[config.mk]
export PLATFORM = sky130hd
export DESIGN_NAME = nfc_a_card_frame_encoder_unit
export DESIGN_NICKNAME = d
export VERILOG_FILES = /design/src/nfce_pkg.sv /design/src/nfce_front.sv /design/src/nfce_queue.sv /design/src/nfce_back.sv /design/src/nfc_a_card_frame_encoder_unit.sv
export SDC_FILE = /design/constraint.sdc
export NUM_CORES = 1
export LEC_CHECK = 0
export ABC_AREA = 1
export ABC_CLOCK_PERIOD_IN_PS = 3780
export BUFFER_PORTS_ARGS = -buffer_cell sky130_fd_sc_hd__buf_2
export CAP_MARGIN = 20
export CORE_MARGIN = 2
export CORE_UTILIZATION = 30
export DETAILED_ROUTE_END_ITERATION = 12
export HOLD_SLACK_MARGIN = 0.03
export MAX_ROUTING_LAYER = met4
export PLACE_DENSITY_LB_ADDON = 0.12
export SYNTH_ARGS = -nofsm -noshare
export SYNTH_HDL_FRONTEND = slang
export SYNTH_SLANG_ARGS = --single-unit
[constraint.sdc]
create_clock -name clk -period 3.78 [get_ports clk]
set_input_delay 0.756 -clock clk [delete_from_list [all_inputs] [get_ports clk]]
set_output_delay 0.756 -clock clk [all_outputs]
set_load 0.005 [all_outputs]
[src/nfce_pkg.sv]
// nfce_pkg: shared types, symbol codes and patterns for the NFC-A card frame encoder.
// No dependencies; imported by every nfce module.
package nfce_pkg;

	localparam int MAX_SYMS  = 14;
	localparam int SYM_W     = 2;
	localparam int CNT_W     = 4;
	localparam int PAT_W     = 16;
	localparam int IN_DATA_W = 16;
	localparam int OUT_DATA_W = 24;

	typedef enum logic [SYM_W-1:0] {
		SYM_D = 2'd0,
		SYM_E = 2'd1,
		SYM_F = 2'd2
	} sym_t;

	localparam logic [PAT_W-1:0] PAT_D = 16'h0055;
	localparam logic [PAT_W-1:0] PAT_E = 16'h5500;
	localparam logic [PAT_W-1:0] PAT_F = 16'h0000;

	localparam logic [CNT_W-1:0] FULL_BITS = 4'd8;

	// one queued element: symbol list, first symbol in the low bits
	typedef struct packed {
		logic [CNT_W-1:0]            count;
		logic [MAX_SYMS*SYM_W-1:0]   syms;
	} desc_t;

	localparam int DESC_W = CNT_W + MAX_SYMS*SYM_W;

	function automatic logic [PAT_W-1:0] sym_pattern(input logic [SYM_W-1:0] code);
		logic [PAT_W-1:0] pat;
		case (code)
			SYM_D:   pat = PAT_D;
			SYM_E:   pat = PAT_E;
			default: pat = PAT_F;
		endcase
		return pat;
	endfunction

endpackage

[src/nfce_front.sv]
// nfce_front: takes one input item apart into its ordered symbol list and length.
// Depends on nfce_pkg.
module nfce_front (
	input  logic [7:0]            data_byte,
	input  logic                  parity_bit,
	input  logic [3:0]            bit_count,
	input  logic                  frame_first,
	input  logic                  frame_last,
	output nfce_pkg::desc_t       desc,
	output logic                  nonempty
);
	import nfce_pkg::*;

	localparam int BODY_SYMS = 10;
	localparam int SOF_SYMS  = 4;

	logic [CNT_W-1:0]            n_data;
	logic [BODY_SYMS*SYM_W-1:0]  body;
	logic [SOF_SYMS*SYM_W-1:0]   sof;
	logic [MAX_SYMS*SYM_W-1:0]   syms;
	logic [CNT_W-1:0]            total;

	always_comb begin
		// counts above eight act as a full byte plus parity
		n_data = bit_count[3] ? (FULL_BITS + 4'd1) : bit_count;
		for (int k = 0; k < BODY_SYMS; k++) begin
			if (CNT_W'(k) >= n_data) begin
				body[k*SYM_W +: SYM_W] = SYM_F;
			end else if (k < 8) begin
				body[k*SYM_W +: SYM_W] = data_byte[k] ? SYM_D : SYM_E;
			end else begin
				body[k*SYM_W +: SYM_W] = parity_bit ? SYM_D : SYM_E;
			end
		end
		sof = {SYM_D, SYM_F, SYM_F, SYM_F};
		if (frame_first) begin
			syms = {body, sof};
		end else begin
			syms = {{SOF_SYMS*SYM_W{1'b0}}, body};
		end
		total = (frame_first ? 4'd4 : 4'd0) + n_data + {3'd0, frame_last};
		desc.count = total;
		desc.syms  = syms;
		nonempty   = (total != '0);
	end

endmodule

[src/nfce_queue.sv]
// nfce_queue: small FIFO of symbol-list descriptors between front and back.
// Depends on nfce_pkg.
module nfce_queue #(
	parameter int DEPTH = 4
) (
	input  logic             clk,
	input  logic             arst_n,
	input  logic             push,
	input  nfce_pkg::desc_t  push_desc,
	output logic             full,
	input  logic             pop,
	output nfce_pkg::desc_t  pop_desc,
	output logic             not_empty
);
	import nfce_pkg::*;

	localparam int PTR_W = (DEPTH > 1) ? $clog2(DEPTH) : 1;
	localparam int FILL_W = $clog2(DEPTH + 1);

	desc_t              mem_q [DEPTH];
	logic [PTR_W-1:0]   wr_ptr_q;
	logic [PTR_W-1:0]   rd_ptr_q;
	logic [FILL_W-1:0]  fill_q;

	assign full      = (fill_q == FILL_W'(DEPTH));
	assign not_empty = (fill_q != '0);
	assign pop_desc  = mem_q[rd_ptr_q];

	always_ff @(posedge clk) begin
		if (push) begin
			mem_q[wr_ptr_q] <= push_desc;
		end
	end

	always_ff @(posedge clk or negedge arst_n) begin
		if (!arst_n) begin
			wr_ptr_q <= '0;
			rd_ptr_q <= '0;
			fill_q   <= '0;
		end else begin
			if (push) begin
				wr_ptr_q <= (wr_ptr_q == PTR_W'(DEPTH - 1)) ? '0 : wr_ptr_q + 1'b1;
			end
			if (pop) begin
				rd_ptr_q <= (rd_ptr_q == PTR_W'(DEPTH - 1)) ? '0 : rd_ptr_q + 1'b1;
			end
			if (push && !pop) begin
				fill_q <= fill_q + 1'b1;
			end else if (pop && !push) begin
				fill_q <= fill_q - 1'b1;
			end
		end
	end

`ifndef SYNTH
	a_no_overflow: assert property (@(posedge clk) disable iff (!arst_n)
		push |-> (!full || pop))
		else $error("queue push while full");
	a_no_underflow: assert property (@(posedge clk) disable iff (!arst_n)
		pop |-> not_empty)
		else $error("queue pop while empty");
	a_fill_bound: assert property (@(posedge clk) disable iff (!arst_n)
		fill_q <= FILL_W'(DEPTH))
		else $error("queue fill above depth");
	a_push_grows: assert property (@(posedge clk) disable iff (!arst_n)
		(push && !pop) |=> (fill_q == $past(fill_q) + 1'b1))
		else $error("queue fill did not grow on push");
`endif

endmodule

[src/nfce_back.sv]
// nfce_back: drains descriptors one symbol per cycle into the output register while m_tready allows.
// Depends on nfce_pkg.
module nfce_back (
	input  logic             clk,
	input  logic             arst_n,
	input  logic             q_valid,
	input  nfce_pkg::desc_t  q_desc,
	output logic             q_pop,
	output logic             m_tvalid,
	input  logic             m_tready,
	output logic [23:0]      m_tdata,
	output logic             m_tlast
);
	import nfce_pkg::*;

	logic                        out_valid_q;
	logic [SYM_W-1:0]            code_q;
	logic                        last_q;
	logic [MAX_SYMS*SYM_W-1:0]   cur_q;
	logic [CNT_W-1:0]            rem_q;
	logic                        load_out;

	assign load_out = !out_valid_q || m_tready;
	assign q_pop    = load_out && (rem_q == '0) && q_valid;

	always_ff @(posedge clk or negedge arst_n) begin
		if (!arst_n) begin
			out_valid_q <= 1'b0;
			code_q      <= SYM_F;
			last_q      <= 1'b0;
			cur_q       <= '0;
			rem_q       <= '0;
		end else if (load_out) begin
			if (rem_q != '0) begin
				out_valid_q <= 1'b1;
				code_q      <= cur_q[SYM_W-1:0];
				last_q      <= (rem_q == 4'd1);
				cur_q       <= cur_q >> SYM_W;
				rem_q       <= rem_q - 1'b1;
			end else if (q_valid) begin
				out_valid_q <= 1'b1;
				code_q      <= q_desc.syms[SYM_W-1:0];
				last_q      <= (q_desc.count == 4'd1);
				cur_q       <= q_desc.syms >> SYM_W;
				rem_q       <= q_desc.count - 1'b1;
			end else begin
				out_valid_q <= 1'b0;
			end
		end
	end

	assign m_tvalid = out_valid_q;
	assign m_tlast  = last_q;
	assign m_tdata  = {6'd0, sym_pattern(code_q), code_q};

`ifndef SYNTH
	a_rem_bound: assert property (@(posedge clk) disable iff (!arst_n)
		rem_q < 4'(MAX_SYMS))
		else $error("remaining symbol count out of range");
	a_pop_only_idle: assert property (@(posedge clk) disable iff (!arst_n)
		q_pop |-> (rem_q == '0))
		else $error("pop while element still draining");
	a_last_ends_run: assert property (@(posedge clk) disable iff (!arst_n)
		(out_valid_q && !last_q) |-> (rem_q != '0))
		else $error("element ended without last symbol");
`endif

endmodule

[src/nfc_a_card_frame_encoder_unit.sv]
// nfc_a_card_frame_encoder_unit: NFC-A card-side transmit symbol encoder, top level.
// Depends on nfce_pkg, nfce_front, nfce_queue, nfce_back.
//
//   channel  dir  tdata (low bit up)                         tuser        tlast
//   s_*      in   data_byte[7:0] parity_bit bit_count[3:0]  frame_first  frame_last
//   m_*      out  symbol_code[1:0] phase_pattern[15:0]      -            last_symbol
//
// One symbol leaves per cycle while m_tready is high; an item has 0 to 14 symbols.
// Items are accepted every cycle while the descriptor queue has room (QUEUE_DEPTH entries).
// The output register drains the current descriptor, so sustained rate is set by symbol count.
// Items with no symbols are accepted and dropped without entering the queue.
// Reset clears the queue and the output register; m_tready low stalls the back end, and the input once the queue fills.
module nfc_a_card_frame_encoder_unit #(
	parameter int QUEUE_DEPTH = 4
) (
	input  logic         clk,
	input  logic         arst_n,
	input  logic         s_tvalid,
	output logic         s_tready,
	input  logic [15:0]  s_tdata,   // data_byte[7:0], parity_bit, bit_count[3:0], zero pad
	input  logic [0:0]   s_tuser,   // frame_first
	input  logic         s_tlast,
	output logic         m_tvalid,
	input  logic         m_tready,
	output logic [23:0]  m_tdata,   // symbol_code[1:0], phase_pattern[15:0], zero pad
	output logic         m_tlast
);
	import nfce_pkg::*;

	desc_t  front_desc;
	desc_t  q_desc;
	logic   nonempty;
	logic   q_full;
	logic   q_valid;
	logic   q_pop;
	logic   q_push;

	assign s_tready = !q_full;
	assign q_push   = s_tvalid && s_tready && nonempty;

	nfce_front u_front (
		.data_byte   (s_tdata[7:0]),
		.parity_bit  (s_tdata[8]),
		.bit_count   (s_tdata[12:9]),
		.frame_first (s_tuser[0]),
		.frame_last  (s_tlast),
		.desc        (front_desc),
		.nonempty    (nonempty)
	);

	nfce_queue #(
		.DEPTH (QUEUE_DEPTH)
	) u_queue (
		.clk       (clk),
		.arst_n    (arst_n),
		.push      (q_push),
		.push_desc (front_desc),
		.full      (q_full),
		.pop       (q_pop),
		.pop_desc  (q_desc),
		.not_empty (q_valid)
	);

	nfce_back u_back (
		.clk      (clk),
		.arst_n   (arst_n),
		.q_valid  (q_valid),
		.q_desc   (q_desc),
		.q_pop    (q_pop),
		.m_tvalid (m_tvalid),
		.m_tready (m_tready),
		.m_tdata  (m_tdata),
		.m_tlast  (m_tlast)
	);

endmodule

==> impl_metrics.tcl, run 1 <==
set metrics [dict create \
    die-area_mm2 0.0260 \
    clk_latency_ns 0.44 \
    ff2ff_path_depth 9 \
    post-synth-top-count-cell "edfxtp_1" \
    crit_buf_inv 4 \
    fin_area_mm2 0.00844 \
    overflow 0 \
    path_delay_family "adder cells" \
    startpoint "s_tdata[9]" \
    avgRoutedWirePerCell_um 17.0 \
    vias_per_cell 4.63 \
    cp_max_fo 5 \
    power.density_mw_per_mm2 717 \
    ctsResizeCount 0 \
    row_count 57 \
    yosys.area.top_type_share 0.518 \
    diodes 0 \
    grt_first_pass_wirelength_um 27600 \
    drv_cap 0 \
    gp_congestion 0.704 \
    synth-edff-count 128 \
    synth_ff_type "edfxtp_1" \
    ys_warn_count 0 \
    cts_tree "built" \
    portBuffers 31 \
    setup_ws_ns 0.845 \
    synthCells 671 \
    cts_num_sinks 169 \
    hp-class "in -> async" \
    grt_use_total 0.146 \
    ir_drop_uv 494 \
    clkTransAtPathRegs_ns 0.07 \
    cp_cell_sequence "buf_2 > nor2_1 > inv_1 > ha_1 > ha_1 > xor2_1 > nor2_1 > nand2_1 > nand2_1 > inv_2 > ha_1 > inv_1 > fa_1 > a21oi_1 > o21ai_0 > xor2_1" \
    setup-violations-final 0 \
    synthTopCellsByArea "edfxtp_1 (52%), dfrtp_1 (13%), nor2_1 (5.9%)" \
    relSlewSlack 0.503 \
    vias 4771 \
    drtAntennaViolNets 0 \
    p_leak_nw 3.22 \
    postCtsHoldBufs 0 \
    firstDrtPassIters 4 \
    post_cts_buffers 0 \
    nets 730 \
    finalSetupTns_ns 0 \
    grt_max_degree 59 \
    rsz0062_at_grt "false" \
    end_kind "register" \
    period_share 0.777 \
    drive_gt1_frac 0.129 \
    synth_sequential_area_ratio 0.656 \
    synthToLayoutAreaGrowth_pct 13.7 \
    critPathKind "in -> reg" \
    antenna_found_initial 0 \
    drtIter0Drc 181 \
    critPathMaxStageDelay_ns 0.40 \
    clockRootBuffer "clkbuf_16" \
    crit_required_ns 4.09 \
    synthArstFlopShare 0.243 \
    nFillCells 2476 \
    grt_pass1_vias 4846 \
    routed_wl_um 17600 \
    start_util 0.305 \
    numCtsBuffers 17 \
    reg2reg_to "u_back.cur_q[17]" \
    worstMarginPinSlew_ns 0.746 \
    rr_startpoint "u_back.rem_q[0]" \
    dp_hpwl_um 10300 \
    r2r_setup_slack_ns 1.31 \
    syn_area_per_cell_um2 11.1 \
    timing.final.crit_period_ns 2.94 \
    synth_cell_types 33 \
    post_dp_cell_area_mm2 0.00789 \
    maxSlewViolCount 0 \
    synthTopCellsByCount "edfxtp_1 (128), nor2_1 (116), nand2_1 (102), o21ai_0 (70), o211ai_1 (52)" \
    path_common_cell "ha_1" \
    synth_top_area_cell "edfxtp_1" \
    timing.fmax_mhz 341 \
    pin_count 49 \
    fp.dieH_um 161 \
    fin_skew_ns 0.0280 \
    cts_buffer_depth 2 \
    slowest_stage "fa_1" \
    worstPathArrival_ns 3.25 \
    cp-start-kind "primary input" \
    run_status "finished clean" \
    core_mm2 0.0243 \
    post-place-ws_ns 0.403 \
    h-tree-depth 4 \
    synthesis.area_mm2 0.00742 \
    final-hold-violation-count 0 \
    remaining_drc_errors 0 \
    die_x_um 161 \
    ys_ff_latch 169 \
]
-- per-layer routing --
metal  share of wire  vias to the layer above  GRT usage
met5               0                        -          -
met2            0.50                       63      0.244
met4          0.0095                        0     0.0487
met1            0.47                     2347      0.182
li1                -                     2348          -
met3           0.020                       13     0.0216
-- layout by cell type, fill, tap and decap left out, types with 2 or more instances in the layout --
cell type   instances
nand2_1           102
nor2_1            112
xor2_1              2
buf_2              31
conb_1             18
clkinvlp_4          3
inv_6               5
o21ai_0            70
clkinv_2            3
ha_1               13
nor3_1              4
or2_2               2
nor2_4              5
inv_2               4
a21oi_1            11
o21ai_1             2
nand4_1             3
buf_12              4
o22ai_1             2
a32o_1              2
buf_4               9
edfxtp_1          128
nand3_1            15
dfrtp_1            39
clkbuf_16          17
inv_1              34
o211ai_1           52
-- area by class of cell --
cell class	instances	area (um2)	share of cell area
Clock buffer	18	429	0.0508
Inverter	38	143	0.0169
Sequential cell	169	4870	0.577
Multi-Input combinational cell	424	2160	0.256
Tap cell	324	405	0.0480
Timing Repair Buffer	44	303	0.0359
Clock inverter	14	124	0.0147
-- state kept, by name, summed over array words and instances (netlist names) --
signal and cells:
u_queue.mem_q 128, u_back.cur_q 26, u_back.rem_q 4, u_queue.fill_q 3
u_back.code_q 2, u_queue.rd_ptr_q 2, u_queue.wr_ptr_q 2, u_back.m_tlast 1
u_back.m_tvalid 1
-- how the worst max path moves through the flow --
stage | endpoint | slack (ns) | depth (start not counted)
6_report | u_queue.fill_q[2] | 0.84 | 16
5_1_grt | u_queue.fill_q[2] | 0.65 | 16
4_1_cts | u_queue.fill_q[2] | 0.84 | 16
3_5_place_dp | u_queue.fill_q[2] | 0.40 | 16
3_3_place_gp | u_queue.fill_q[2] | 0.48 | 16
2_1_floorplan | u_queue.mem_q[0][0] | 0.02 | 10
-- metrics by stage --
step           power (W)  hold slack [ns]  cells   util
3_3_place_gp     0.00444            0.463    999  0.324
5_1_grt          0.00647            0.420   1031  0.347
4_1_cts          0.00616            0.405   1031  0.347
3_5_place_dp     0.00449            0.466    999  0.324
6_report         0.00605            0.373   1031  0.347
2_1_floorplan    0.00394            0.450    688      -
-- cell families (layout without fill, tap and decap cells) --
family                   count (synthesis)  in the layout  share of synthesized area
multiplexers                             1              1                    0.00152
AO/OA/AOI/OAI                          141            141                      0.116
other                                    1             18                   0.000505
adder cells (fa/ha/maj)                 14             14                     0.0246
AND/OR/NAND/NOR                        247            247                      0.132
XOR/XNOR                                 3              3                    0.00354
buffers and inverters                   95            114                     0.0652
flip-flops                             169            169                      0.656
-- where the power goes --
part	leakage [nW]	switching, W	internal [W]
registers	1.70	0.000212	0.00248
logic	1.26	0.00116	0.000562
clock network	0.265	0.000728	0.000911
No activity file was read; power rests on OpenSTA's default activity.
==> inputs of run 2 (changes only) <==
--- a/config.mk
+++ b/config.mk
@@ -6,7 +6,7 @@
 export NUM_CORES = 1
 export LEC_CHECK = 0
 export ABC_AREA = 1
-export ABC_CLOCK_PERIOD_IN_PS = 3780
+export ABC_CLOCK_PERIOD_IN_PS = 2500
 export BUFFER_PORTS_ARGS = -buffer_cell sky130_fd_sc_hd__buf_2
 export CAP_MARGIN = 20
 export CORE_MARGIN = 2
==> constraint.sdc (replaced) <==
create_clock -name clk -period 2.5 [get_ports clk]
set_input_delay 0.5 -clock clk [delete_from_list [all_inputs] [get_ports clk]]
set_output_delay 0.5 -clock clk [all_outputs]
set_load 0.005 [all_outputs]
==> run 2 against run 1 <==
Count of clock-buffer cells in the layout down 1. Highest routed layer unchanged. Total power increased by 57%. Sequential power rose by 50%. Sequential cell count did not move. Via count is essentially flat.
==> impl_metrics.tcl, run 2 (synthesized netlist as in run 1, its figures left out) <==
set metrics [dict create \
    run_status "finished clean" \
    row_count 57 \
    post_cts_buffers 0 \
    gp_congestion 0.764 \
    pin_count 49 \
    largest_reg_flops 128 \
    stdcell_count 1046 \
    timing.final.crit_period_ns 2.26 \
    grt_max_degree 63 \
    clockRootBuffer "clkbuf_16" \
    dp.cells 1014 \
    cts_tree "built" \
    ctsResizeCount 0 \
    avgRoutedWirePerCell_um 16.6 \
    antenna_found_initial 0 \
    setup-violations-final 0 \
    maxSlewViolCount 0 \
    largest_register "u_queue.mem_q" \
    worstPathArrival_ns 2.57 \
    cp-start-kind "register" \
    vias_per_cell 4.56 \
    nets 745 \
    diodes 0 \
    core_mm2 0.0243 \
    swShare 0.346 \
    startpoint "u_back.rem_q[0]" \
    grt_use_total 0.146 \
    rr_startpoint "u_back.rem_q[0]" \
    hp-class "in -> async" \
    vias 4767 \
    period_share 0.904 \
    clkTransAtPathRegs_ns 0.07 \
    power.density_mw_per_mm2 1080 \
    power.switching_w 0.00328 \
    end_kind "register" \
    synthToLayoutAreaGrowth_pct 18.0 \
    relSlewSlack 0.507 \
    drive_gt1_frac 0.162 \
    p_leak_nw 3.34 \
    routed_wl_um 17400 \
    cp_max_fo 7 \
    rsz0062_at_grt "false" \
    nFillCells 2370 \
    die_x_um 161 \
    worstMarginPinSlew_ns 0.739 \
    critPathKind "reg -> reg" \
    p_comb_frac 0.299 \
    grt_pass1_vias 4667 \
    start_util 0.305 \
    portBuffers 31 \
    cts_num_sinks 169 \
    h-tree-depth 4 \
    drv_cap 0 \
    mostFrequentLayoutCells "edfxtp_1 (128), nor2_1 (111), nand2_1 (101)" \
    final_util 0.360 \
    ir_drop_uv 511 \
    reg_top3 "u_queue.mem_q (128), u_back.cur_q (26), u_back.rem_q (4)" \
    postCtsHoldBufs 0 \
    clk_latency_ns 0.42 \
    internal_power_w 0.00620 \
    drtIter0Drc 296 \
    grt_first_pass_wirelength_um 27600 \
    fin_skew_ns 0.00730 \
    post_dp_cell_area_mm2 0.00817 \
    numCtsBuffers 17 \
    fin_area_mm2 0.00876 \
    crit_required_ns 2.81 \
    p_seq_frac 0.426 \
    clkPwrFrac 0.274 \
    fp.dieH_um 161 \
    remaining_drc_errors 0 \
    firstDrtPassIters 4 \
    final-hold-violation-count 0 \
    cts_buffer_depth 2 \
    timing.fmax_mhz 443 \
    final_common_cell "edfxtp_1" \
    dp_hpwl_um 11100 \
    overflow 0 \
    drtAntennaViolNets 0 \
    die-area_mm2 0.0260 \
]
run 2: cell count changes in the layout (fill, tap and decap cells not counted), moves of 2 or more:
cell / before / now
buf_12: 4 / 12
buf_4: 9 / 16
inv_8: 0 / 5
ha_1: 13 / 10
ha_4: 0 / 3
clkinv_2: 3 / 1
inv_1: 34 / 32
inv_6: 5 / 3
run 2: through the flow:
step / setup WS, ns / hold WS (ns) / power (W) / TNS (ns)
floorplan: -0.0864 / 0.204 / 0.00601 / -0.120
global placement: -0.194 / 0.465 / 0.00695 / -0.347
detailed placement: -0.219 / 0.467 / 0.00701 / -0.457
CTS: 0.217 / 0.158 / 0.00963 / 0
global route: 0.0980 / 0.181 / 0.0101 / 0
finish: 0.240 / 0.131 / 0.00948 / 0
run 2: path summary, 6_finish.rpt:
path                                endpoint  slack, ns  cells after the start
max                        u_queue.fill_q[1]       0.24                      9
min                        u_queue.fill_q[2]       0.13                      1
max reg2reg                u_queue.fill_q[1]       0.24                      9
min reg2reg                 u_back.cur_q[14]       0.48                      2
max in group asynchronous   u_back.cur_q[11]       1.65                      2
min in group clk             u_back.m_tvalid       0.39                      4
run 2: metal layers:
layer | global-route usage | part of all wire | vias to the layer above
met1 | 0.190 | 0.48 | 2306
met3 | 0.0239 | 0.025 | 11
li1 | - | - | 2374
met2 | 0.236 | 0.48 | 76
met4 | 0.0402 | 0.011 | 0
met5 | - | 0 | -
run 2: worst max-delay path: stages (launching register included):
cell	delay (ns)
dfrtp_1	0.41
inv_1	0.09
ha_1	0.18
nand2_1	0.13
nor2_4	0.16
nand3_2	0.22
ha_4	0.24
inv_2	0.05
fa_2	0.41
mux2_2	0.27
run 2: layout make-up:
cell class	count	area, um2	area share
Tap cell	324	405	0.0463
Sequential cell	169	4870	0.556
Clock buffer	17	425	0.0486
Multi-Input combinational cell	424	2230	0.255
Inverter	38	145	0.0166
Timing Repair Buffer	59	515	0.0589
Clock inverter	15	161	0.0184
run 2: power by group through the flow:
stage | Sequential, W | Clock, W | Combinational (W)
after global placement | 0.00408 | 0 | 0.00287
after detailed placement | 0.00409 | 0 | 0.00291
after global routing | 0.00411 | 0.00279 | 0.00325
after floorplan | 0.00402 | 0 | 0.00200
after CTS | 0.00404 | 0.00267 | 0.00292
final | 0.00404 | 0.00260 | 0.00284
==> inputs of run 3 (changes only) <==
--- a/config.mk
+++ b/config.mk
@@ -9,6 +9,8 @@
 export ABC_CLOCK_PERIOD_IN_PS = 2500
 export BUFFER_PORTS_ARGS = -buffer_cell sky130_fd_sc_hd__buf_2
 export CAP_MARGIN = 20
+export CELL_PAD_IN_SITES_DETAIL_PLACEMENT = 0
+export CELL_PAD_IN_SITES_GLOBAL_PLACEMENT = 1
 export CORE_MARGIN = 2
 export CORE_UTILIZATION = 30
 export DETAILED_ROUTE_END_ITERATION = 12
==> run 3 against run 2 <==
Count of clock-buffer cells in the layout increased by 1. Clock power shrank 2%. Critical path depth unchanged. Sequential power hardly changed. Maximum frequency is 2.1% higher. Core utilization up 0.13 points. Combinational power about the same.
==> impl_metrics.tcl, run 3 (synthesized netlist as in run 1, its figures left out) <==
set metrics [dict create \
    run_status "finished clean" \
    cts_buffer_depth 2 \
    dp_hpwl_um 11600 \
    die_x_um 161 \
    avgRoutedWirePerCell_um 17.2 \
    firstDrtPassIters 7 \
    portBuffers 31 \
    fp.dieH_um 161 \
    rsz0062_at_grt "false" \
    clkTransAtPathRegs_ns 0.07 \
    final_util 0.361 \
    rr_startpoint "u_back.rem_q[0]" \
    die-area_mm2 0.0260 \
    cts_tree "built" \
    crit_required_ns 2.82 \
    p_seq_frac 0.427 \
    internal_power_w 0.00617 \
    critPathKind "reg -> reg" \
    grt_first_pass_wirelength_um 28600 \
    vias_per_cell 4.57 \
    mostFrequentLayoutCells "edfxtp_1 (128), nor2_1 (111), nand2_1 (101)" \
    power.density_mw_per_mm2 1070 \
    routed_wl_um 18200 \
    cts_num_sinks 169 \
    numCtsBuffers 17 \
    power.switching_w 0.00326 \
    fin_skew_ns 0.00792 \
    h-tree-depth 4 \
    hp-class "in -> async" \
    drv_cap 0 \
    ir_drop_uv 421 \
    reg_top3 "u_queue.mem_q (128), u_back.cur_q (26), u_back.rem_q (4)" \
    antenna_found_initial 0 \
    cp-start-kind "register" \
    final_common_cell "edfxtp_1" \
    timing.fmax_mhz 452 \
    fin_area_mm2 0.00879 \
    nets 758 \
    grt_use_total 0.153 \
    timing.final.crit_period_ns 2.21 \
    largest_reg_flops 128 \
    pin_count 49 \
    reg2reg_to "u_queue.fill_q[1]" \
    remaining_drc_errors 0 \
    synthToLayoutAreaGrowth_pct 18.4 \
    drtAntennaViolNets 0 \
    cp_max_fo 4 \
    overflow 0 \
    worstMarginPinSlew_ns 0.676 \
    worstPathArrival_ns 2.53 \
    grt_max_degree 58 \
    postCtsHoldBufs 0 \
    start_util 0.305 \
    swShare 0.346 \
    core_mm2 0.0243 \
    end_kind "register" \
    diodes 0 \
    post_cts_buffers 0 \
    p_comb_frac 0.303 \
    nFillCells 2423 \
    grt_pass1_vias 4851 \
    final-hold-violation-count 0 \
    setup-violations-final 0 \
    largest_register "u_queue.mem_q" \
    ctsResizeCount 0 \
    ff2ff_path_depth 9 \
    relSlewSlack 0.549 \
    drtIter0Drc 244 \
    clockRootBuffer "clkbuf_16" \
    drive_gt1_frac 0.177 \
    post_dp_cell_area_mm2 0.00822 \
    vias 4842 \
    p_leak_nw 3.38 \
    gp_congestion 0.737 \
    row_count 57 \
    maxSlewViolCount 0 \
    r2r_setup_slack_ns 0.29 \
    clk_latency_ns 0.43 \
    clkPwrFrac 0.270 \
    period_share 0.885 \
    whs_ns 0.0538 \
]
run 3: cell count changes in the layout (fill, tap and decap cells not counted), moves of 2 or more:
cell | before | now
buf_12 | 12 | 8
buf_4 | 16 | 33
clkinvlp_4 | 2 | 4
inv_8 | 5 | 3
run 3: through the flow:
stage,TNS [ns],power (W),worst slack (ns),cells
after detailed placement,-0.295,0.00701,-0.166,1027
after CTS,0,0.00959,0.278,1059
after global routing,0,0.0101,0.137,1059
after global placement,-0.274,0.00697,-0.141,1027
final,0,0.00943,0.288,1059
after floorplan,-0.120,0.00601,-0.0864,688
run 3: cell type report:
cell class / count / area, um2 / area share
clock buffer: 18 / 429 / 0.0488
clock inverter: 14 / 143 / 0.0162
inverter: 38 / 145 / 0.0165
multi-input combinational: 424 / 2230 / 0.254
sequential: 169 / 4870 / 0.554
tap: 324 / 405 / 0.0461
timing repair buffer: 72 / 563 / 0.0641
run 3: layer usage:
metal  track usage  share of wire
met2         0.262           0.50
met4        0.0402          0.010
met5             -              0
met3        0.0285          0.039
met1         0.186           0.45
run 3: power by group through the flow:
stage | combinational (W) | clock [W] | sequential, W
after global routing | 0.00326 | 0.00273 | 0.00410
after floorplan | 0.00200 | 0 | 0.00402
after global placement | 0.00290 | 0 | 0.00407
after CTS | 0.00293 | 0.00262 | 0.00403
after detailed placement | 0.00293 | 0 | 0.00408
final | 0.00285 | 0.00255 | 0.00403
run 3: worst max-delay path by stage:
stage	from	end	slack, ns	cells after the start
after global placement	s_tdata[11]	u_queue.fill_q[1]	-0.14	13
final	u_back.rem_q[0]	u_queue.fill_q[1]	0.29	9
after detailed placement	s_tdata[11]	u_queue.fill_q[1]	-0.17	14
after CTS	u_back.rem_q[0]	u_queue.fill_q[1]	0.28	9
after floorplan	s_tdata[12]	u_queue.fill_q[1]	-0.09	14
after global routing	s_tdata[11]	u_queue.fill_q[2]	0.14	16
run 3: worst max-delay path, cell delays in order, from the launching register on:
cell and delay [ns]:
dfrtp_1 0.41, inv_1 0.09, ha_1 0.16, nand2_1 0.12, nor2_4 0.25, nand3_2 0.14
ha_4 0.18, inv_2 0.06, fa_2 0.42, mux2_2 0.26
